[config.mk]
export PLATFORM = sky130hd
export DESIGN_NAME = stc_mulmod
export DESIGN_NICKNAME = d
export VERILOG_FILES = /design/src/hdl/spanning_tree_count_mod_prime_unit_defines.svh /design/src/hdl/stc_pkg.sv /design/src/hdl/stc_mulmod.sv
export SDC_FILE = /design/constraint.sdc
export NUM_CORES = 1
export LEC_CHECK = 0
export ABC_AREA = 1
export BUFFER_PORTS_ARGS = -buffer_cell sky130_fd_sc_hd__buf_2
export CAP_MARGIN = 10
export CORE_MARGIN = 5
export CORE_UTILIZATION = 65
export CTS_CLUSTER_DIAMETER = 200
export DETAILED_ROUTE_END_ITERATION = 8
export PLACE_DENSITY = 0.87
export SLEW_MARGIN = 25
export SYNTH_ARGS = -nofsm -noshare
export SYNTH_HDL_FRONTEND = slang
export SYNTH_SLANG_ARGS = --single-unit
export TNS_END_PERCENT = 1
[constraint.sdc]
create_clock -name aclk -period 10.95 [get_ports aclk]
set_clock_uncertainty 0.15 [all_clocks]
set_input_delay 0 -clock aclk [delete_from_list [all_inputs] [get_ports aclk]]
set_output_delay 0 -clock aclk [all_outputs]
set_load 0.05 [all_outputs]
[src/hdl/spanning_tree_count_mod_prime_unit_defines.svh]
// Assertion macros shared by the spanning tree counter RTL
`ifndef SPANNING_TREE_COUNT_MOD_PRIME_UNIT_DEFINES_SVH
`define SPANNING_TREE_COUNT_MOD_PRIME_UNIT_DEFINES_SVH

// clocked check, switched off while reset is held
`define STC_ASSERT(label, prop, msg) \
    label: assert property (@(posedge aclk) disable iff (!aresetn) prop) else $error(msg);

// clocked check that also holds during reset
`define STC_ASSERT_ALWAYS(label, prop, msg) \
    label: assert property (@(posedge aclk) prop) else $error(msg);

`endif

[src/hdl/stc_pkg.sv]
// Shared constants, types and sequencer states of the spanning tree counter
package stc_pkg;

    localparam int VAL_W = 30;
    localparam logic [VAL_W-1:0] PRIME_P   = 30'd998244353;
    localparam logic [VAL_W-1:0] P_MINUS_2 = 30'd998244351;
    localparam logic [VAL_W-1:0] P_MINUS_1 = 30'd998244352;
    localparam int MAX_VERTICES_DEF = 64;

    localparam logic OP_EDGE    = 1'b0;
    localparam logic OP_COMPUTE = 1'b1;

    // request to the modular multiplier
    typedef struct packed {
        logic             start;
        logic [VAL_W-1:0] a;
        logic [VAL_W-1:0] b;
    } mm_req_t;

    typedef enum logic [4:0] {
        ST_CLEAR,
        ST_IDLE,
        ST_E_RD,
        ST_E_WR,
        ST_C_COL,
        ST_P_RD,
        ST_P_CHK,
        ST_S_RA,
        ST_S_RB,
        ST_S_WA,
        ST_S_WB,
        ST_V_RD,
        ST_V_CAP,
        ST_V_MUL,
        ST_X_MUL,
        ST_X_MW,
        ST_X_SQ,
        ST_X_SW,
        ST_R_CHK,
        ST_R_RD,
        ST_R_CAP,
        ST_R_MUL,
        ST_J_RC,
        ST_J_CAP,
        ST_J_MUL,
        ST_J_RR,
        ST_J_WR,
        ST_RESULT
    } stc_state_t;

endpackage

[src/hdl/stc_mulmod.sv]
// Bit-serial multiplier modulo P, one multiplier bit per cycle
module stc_mulmod
    import stc_pkg::*;
(
    input  logic             aclk,
    input  logic             aresetn,
    input  mm_req_t          req,
    output logic             done,
    output logic [VAL_W-1:0] res
);

    localparam int CNT_W = $clog2(VAL_W + 1);

    logic [VAL_W-1:0] acc_reg, acc_next;
    logic [VAL_W-1:0] a_reg, a_next;
    logic [VAL_W-1:0] b_reg, b_next;
    logic [CNT_W-1:0] cnt_reg, cnt_next;
    logic             busy_reg, busy_next;
    logic             done_reg, done_next;

    logic [VAL_W:0] dbl, dbl_red, sum, sum_red;

    // acc = 2*acc + bit*a, the doubling and the sum each reduced by one compare and subtract
    always_comb begin
        dbl     = {acc_reg, 1'b0};
        dbl_red = (dbl >= {1'b0, PRIME_P}) ? dbl - {1'b0, PRIME_P} : dbl;
        sum     = dbl_red + (b_reg[VAL_W-1] ? {1'b0, a_reg} : '0);
        sum_red = (sum >= {1'b0, PRIME_P}) ? sum - {1'b0, PRIME_P} : sum;
    end

    always_comb begin
        acc_next  = acc_reg;
        a_next    = a_reg;
        b_next    = b_reg;
        cnt_next  = cnt_reg;
        busy_next = busy_reg;
        done_next = 1'b0;
        if (req.start) begin
            acc_next  = '0;
            a_next    = req.a;
            b_next    = req.b;
            cnt_next  = CNT_W'(VAL_W);
            busy_next = 1'b1;
        end else if (busy_reg) begin
            acc_next = sum_red[VAL_W-1:0];
            b_next   = {b_reg[VAL_W-2:0], 1'b0};
            cnt_next = cnt_reg - CNT_W'(1);
            if (cnt_reg == CNT_W'(1)) begin
                busy_next = 1'b0;
                done_next = 1'b1;
            end
        end
    end

    always_ff @(posedge aclk) begin
        if (!aresetn) begin
            busy_reg <= 1'b0;
            done_reg <= 1'b0;
            cnt_reg  <= '0;
        end else begin
            busy_reg <= busy_next;
            done_reg <= done_next;
            cnt_reg  <= cnt_next;
        end
        acc_reg <= acc_next;
        a_reg   <= a_next;
        b_reg   <= b_next;
    end

    assign done = done_reg;
    assign res  = acc_reg;

endmodule

==> key figures, run 1 <==
STA
  • Slew HR: 30.1%
  • Tmin final: 6.61 ns
  • Final setup viols: 0
  • Final hold slack: 0.183 ns
  • Worst Tran Pin Value: 1.05 ns
  • Hold violation total from the final report: 0
  • RSZ-0062 raised after global routing: false
  • Max-slew violation count: 0
  • Setup TNS: 0 ns
  • Crit share post-route: 60.4%
  • Final setup margin: 4.34 ns
  • Top achievable clock speed: 151 MHz

Setup path
  • Worst path required time: 11.07 ns
  • Critical Path Slowest Stage Cell: a31oi_4
  • Crit Path Category: reg2reg
  • WP data arrival: 6.73 ns
  • Crit path largest cell delay: 0.54 ns
  • Critical Path Start Type: flop
  • Critical path capture point type: flop
  • Critical-path maximum fanout: 44
  • Top cell by count, worst path: nand2_1

Global routing
  • Largest net degree at the start of global routing: 83
  • Initial antenna violation count: 0
  • Remaining global-route overflow: 0
  • Vias in the first global route: 9471
  • First-pass GRT wire length: 48000 µm
  • GRT Overall Usage: 38.1%

Synthesis
  • Most frequent cell after synthesis: nand2_1
  • Net Count, Synth: 1492
  • Post-synthesis sequential area ratio: 29.8%
  • Ys Warns: 0
  • Top-area cell type share of the netlist area: 24.4%
  • Predominant post-synthesis flop cell: edfxtp_1
  • Post-synthesis cell type count: 44
  • Yosys top cell by area: nand2_1
  • Post-synth EDFFs: 60
  • Flops & latches, synth: 97
  • Asr flop ratio synth: 0%
  • Synth Cell Area: 0.00853 mm²
  • Synth top area cells: nand2_1 24%, edfxtp_1 21%, inv_1 11%, dfxtp_1 8.7%, nand3_1 6.3%
  • Post-Synthesis Cells: 1393
  • Post-synth top cells: 555 x nand2_1, 240 x inv_1, 126 x nor2_1
  • Avg Inst Size Synth: 6.13 µm²

Floorplan
  • IO Pins: 94
  • Rows: 41
  • Initial core utilization: 67.1%
  • CORE AREA: 0.0127 mm²
  • Die area: 0.0155 mm²
  • Die Ht: 125 µm
  • Die X: 125 µm

Placement
  • Number of port buffers: 93
  • Post-DP HPWL: 20000 µm
  • DP Worst Slack: 4.88 ns
  • Gp weighted congestion: 1.03
  • Area post-placement: 0.00909 mm²

Routing
  • Residual DRC count: 0
  • WL per Instance: 17.5 µm
  • Iter 0 DRT Violations: 1238
  • Routed Antenna Nets: 0
  • Detailed-route via count: 9832
  • Vias per cell: 5.75
  • DR pass1 iterations: 6
  • Total wire length: 30000 µm

Clock network
  • Post-CTS Resized: 0
  • Clk buf depth: 2
  • CTS buffer count: 9
  • Clock Latency Late Sink: 0.37 ns
  • Clk sinks: 97
  • Clock Tree Root: clkbuf_16
  • H-Tree Depth: 3
  • CTS clock-pin slew for the worst setup and hold paths: 0.09 ns
  • CTS tree: built

Layout
  • Nets: 1633
  • Area Growth Syn to Fin: 17.6%
  • Share of layout cells above drive strength 1: 10.7%
  • Fillers: 956
  • Final Instance Area: 0.0100 mm²
  • Antenna cells: 0
  • Register cell area after layout: 0.00254 mm²
  • Multi-input logic area: 0.00490 mm²

Power and ir drop
  • Logic pwr share: 44.1%
  • Net Sw Frac: 45.7%
  • Final Power: 1.44 mW
  • Clock power share: 24.1%
  • Internal Power: 784 µW
  • P_leak: 5.65 nW
  • NetSw: 659 µW
  • Cell Pwr Density: 144 mW/mm²
  • Peak supply drop: 0.119 mV
  • Register share of total power: 31.8%

Status
  • Outcome: finished clean

Flow run
  • Max-capacitance violation count: 0

Min path
  • Type of the tightest min-delay check: in2reg
[power by group through the flow]
stage                     Clock [mW]  Sequential [mW]  Combinational (mW)
after floorplan                    0            0.493               0.397
after global placement             0            0.462               0.567
after detailed placement           0            0.463               0.574
after CTS                      0.342            0.455               0.595
after global routing           0.359            0.461               0.690
final                          0.348            0.458               0.636
[worst max-delay path, delay by kind of cell (launching register included)]
kind	cells	cell delay, ns
XOR/XNOR	1	0.17
flip-flops	1	0.44
adder cells (fa/ha/maj)	2	0.62
buffers and inverters	6	0.66
AND/OR/NAND/NOR	19	3.80
AO/OA/AOI/OAI	2	0.64
[layer usage]
| layer | track usage [%] | vias up | part of all wire, % |
|---|---|---|---|
| li1 | - | 4589 | - |
| met1 | 46.7 | 4375 | 38 |
| met2 | 61.9 | 692 | 45 |
| met3 | 6.86 | 176 | 9.8 |
| met4 | 23.9 | 0 | 8.0 |
| met5 | 0 | - | 0 |
[final cells by class]
cell class	instances	share of cell area (%)
Clock buffer	9	2.24
Clock inverter	7	0.960
Inverter	251	9.39
Multi-Input combinational cell	1017	48.8
Sequential cell	97	25.3
Tap cell	172	2.14
Timing Repair Buffer	158	11.1
[path summary, 6_finish.rpt]
kind / slack [ns] / cells after the start / end / from
setup / recovery: 4.34 / 30 / res[7] / res[0]
hold / removal: 0.18 / 2 / a_reg[12] / req[42]
setup reg to reg: 4.34 / 30 / res[7] / res[0]
hold reg to reg: 0.34 / 2 / res[17] / res[17]
[cells in the final DEF, fill, tap and decap left out, types with 16 or more instances in the layout]
cell type	n
edfxtp_1	60
dlygate4sd3_1	61
nand2_1	555
nor3_1	16
dfxtp_1	37
nor2_1	126
xor2_1	28
buf_2	93
inv_1	239
nand4_1	32
ha_1	35
a21oi_1	39
nand3_1	108
[stage by stage]
| step | utilization, % | instances |
|---|---|---|
| floorplan | - | 1393 |
| global placement | 71.4 | 1633 |
| detailed placement | 71.4 | 1633 |
| CTS | 78.7 | 1710 |
| global route | 78.9 | 1711 |
| finish | 78.9 | 1711 |
[cell families after synthesis]
kind of cell	Yosys count	synth area share, %
compound gates	55	3.69
xor+xnor	38	3.90
fa+ha+maj	36	5.37
buf+inv	279	12.8
flops	97	29.8
simple gates	888	44.4
[what timing repair did]
item / in CTS / in global routing
hold buffers: 61 / 0
hold endpoints to repair: 67 / 0
buffers inserted: 0 / 0
endpoints found under the setup margin: 0 / 0
Note: power is estimated with default switching activity, not from simulation.
==> run 2: changes to the inputs <==
CORE_UTILIZATION = 61   (was 65)
PLACE_DENSITY = 0.83   (was 0.87)
clock period = 6.35 ns   (was 10.95 ns; I/O delays follow)
==> key figures, run 2 (synthesized netlist as in run 1, its figures left out) <==
Layout
  • Register cell area after layout: 0.00254 mm²
  • Fillers: 1164
  • Multi-input logic area: 0.00492 mm²
  • Final Util: 73.0%
  • Commonest non-fill, non-tap cells in the layout: 554 x nand2_1, 239 x inv_1, 126 x nor2_1, 108 x nand3_1, 93 x buf_2
  • Nets: 1639
  • Most common cell after layout, fill and taps aside: nand2_1
  • Area Growth Syn to Fin: 18.3%
  • Share of layout cells above drive strength 1: 11.1%
  • Antenna cells: 0

Floorplan
  • Die X: 128 µm
  • IO Pins: 94
  • Die area: 0.0165 mm²
  • Rows: 43
  • CORE AREA: 0.0138 mm²
  • Die Ht: 128 µm
  • Initial core utilization: 61.7%

Routing
  • Routed met2 length: 12400 µm
  • Met1 WL: 10900 µm
  • Residual DRC count: 0
  • Iter 0 DRT Violations: 1017
  • Detailed-route via count: 9277
  • DR WL met3: 1910 µm
  • WL per Instance: 15.5 µm
  • Vias per cell: 5.38
  • DR pass1 iterations: 6
  • Total wire length: 26800 µm
  • DR top layer: met4
  • Routed Antenna Nets: 0

STA
  • Final setup viols: 0
  • Setup TNS: 0 ns
  • RSZ-0062 raised after global routing: false
  • Tmin final: 5.61 ns
  • Crit share post-route: 88.3%
  • Max-slew violation count: 0
  • Slew HR: 33.5%
  • Worst Tran Pin Value: 0.996 ns
  • Final hold slack: 0.194 ns
  • Top achievable clock speed: 178 MHz
  • Hold violation total from the final report: 0

Power and ir drop
  • P_leak: 5.69 nW
  • Peak supply drop: 0.196 mV
  • Cell Pwr Density: 242 mW/mm²

Global routing
  • First-pass GRT wire length: 42500 µm
  • Initial antenna violation count: 0
  • Largest net degree at the start of global routing: 83
  • GRT Overall Usage: 32.6%
  • Vias in the first global route: 8560
  • Remaining global-route overflow: 0

Clock network
  • H-Tree Depth: 3
  • CTS clock-pin slew for the worst setup and hold paths: 0.08 ns
  • Clock Tree Root: clkbuf_16
  • Clk buf depth: 2
  • Setup Fix Bufs, Post-CTS: 0
  • Clk sinks: 97
  • CTS tree: built
  • Clock Latency Late Sink: 0.37 ns
  • CTS buffer count: 9

Setup path
  • Critical Path Start Type: flop
  • Critical path capture point type: flop
  • Critical Path Slowest Stage Cell: ha_1
  • WP data arrival: 5.72 ns
  • Crit path largest cell delay: 0.42 ns
  • Worst path required time: 6.46 ns
  • Top cell by count, worst path: nand2_1
  • Critical-path maximum fanout: 22
  • Crit Path Category: reg2reg

Placement
  • Number of port buffers: 93
  • Gp weighted congestion: 0.992
  • Post-DP HPWL: 19500 µm

Min path
  • Type of the tightest min-delay check: in2reg

Flow run
  • Max-capacitance violation count: 0

Status
  • Outcome: finished clean
-- run 2: cell count changes in the layout (fill, tap and decap cells not counted), sizes merged --
| cell | change |
|---|---|
| clkinvlp | +1 |
| buf | +5 |
| nand3 | +1 |
| clkinv | -2 |
| bufinv | +1 |
-- run 2: cell type report --
type | count | share of cell area [%]
tap | 180 | 2.23
multi-input combinational | 1018 | 48.7
clock buffer | 9 | 2.23
inverter | 251 | 9.33
sequential | 97 | 25.2
timing repair buffer | 163 | 11.4
clock inverter | 7 | 0.929
-- run 2: report_power, final --
| part | total (mW) | internal, mW | leakage (nW) | switching [mW] |
|---|---|---|---|---|
| clock network | 0.608 | 0.318 | 0.153 | 0.290 |
| logic | 1.05 | 0.330 | 4.63 | 0.724 |
| registers | 0.781 | 0.735 | 0.906 | 0.0468 |
| total | 2.44 | 1.38 | 5.69 | 1.06 |
-- run 2: critical path, delay by kind of cell, from the launching register on --
family / cells / cell delay (ns)
buffers and inverters: 7 / 0.63
flip-flops: 1 / 0.36
AO/OA/AOI/OAI: 1 / 0.35
adder cells (fa/ha/maj): 1 / 0.42
AND/OR/NAND/NOR: 25 / 3.59
-- run 2: path summary, 6_finish.rpt --
path	from	end	slack, ns	cells past startpoint
worst max-delay path	res[29]	res[26]	0.74	34
worst min-delay path	req[30]	a_reg[0]	0.19	2
worst max register to register	res[29]	res[26]	0.74	34
worst min register to register	cnt_reg[4]	cnt_reg[4]	0.35	2
-- run 2: metal layers --
layer	GRT usage, %	vias to the layer above
met5	0	-
met4	18.9	0
met3	4.38	82
met2	54.1	437
met1	40.5	4149
li1	-	4609
-- run 2: stage by stage --
step                      instances  instance area (µm²)  total power, mW  worst slack [ns]
after floorplan                1393                 8530             1.54              1.57
after global placement         1646                 9130             1.77             0.716
after detailed placement       1646                 9130             1.78             0.615
after CTS                      1723                10100             2.41             0.583
after global routing           1725                10100             2.58            0.0558
final                          1725                10100             2.44             0.741
-- run 2: what timing repair did --
action	CTS	global route
resized for setup	0	2
endpoints found under the hold margin	67	0
setup endpoints to repair	0	30
hold buffers	61	0
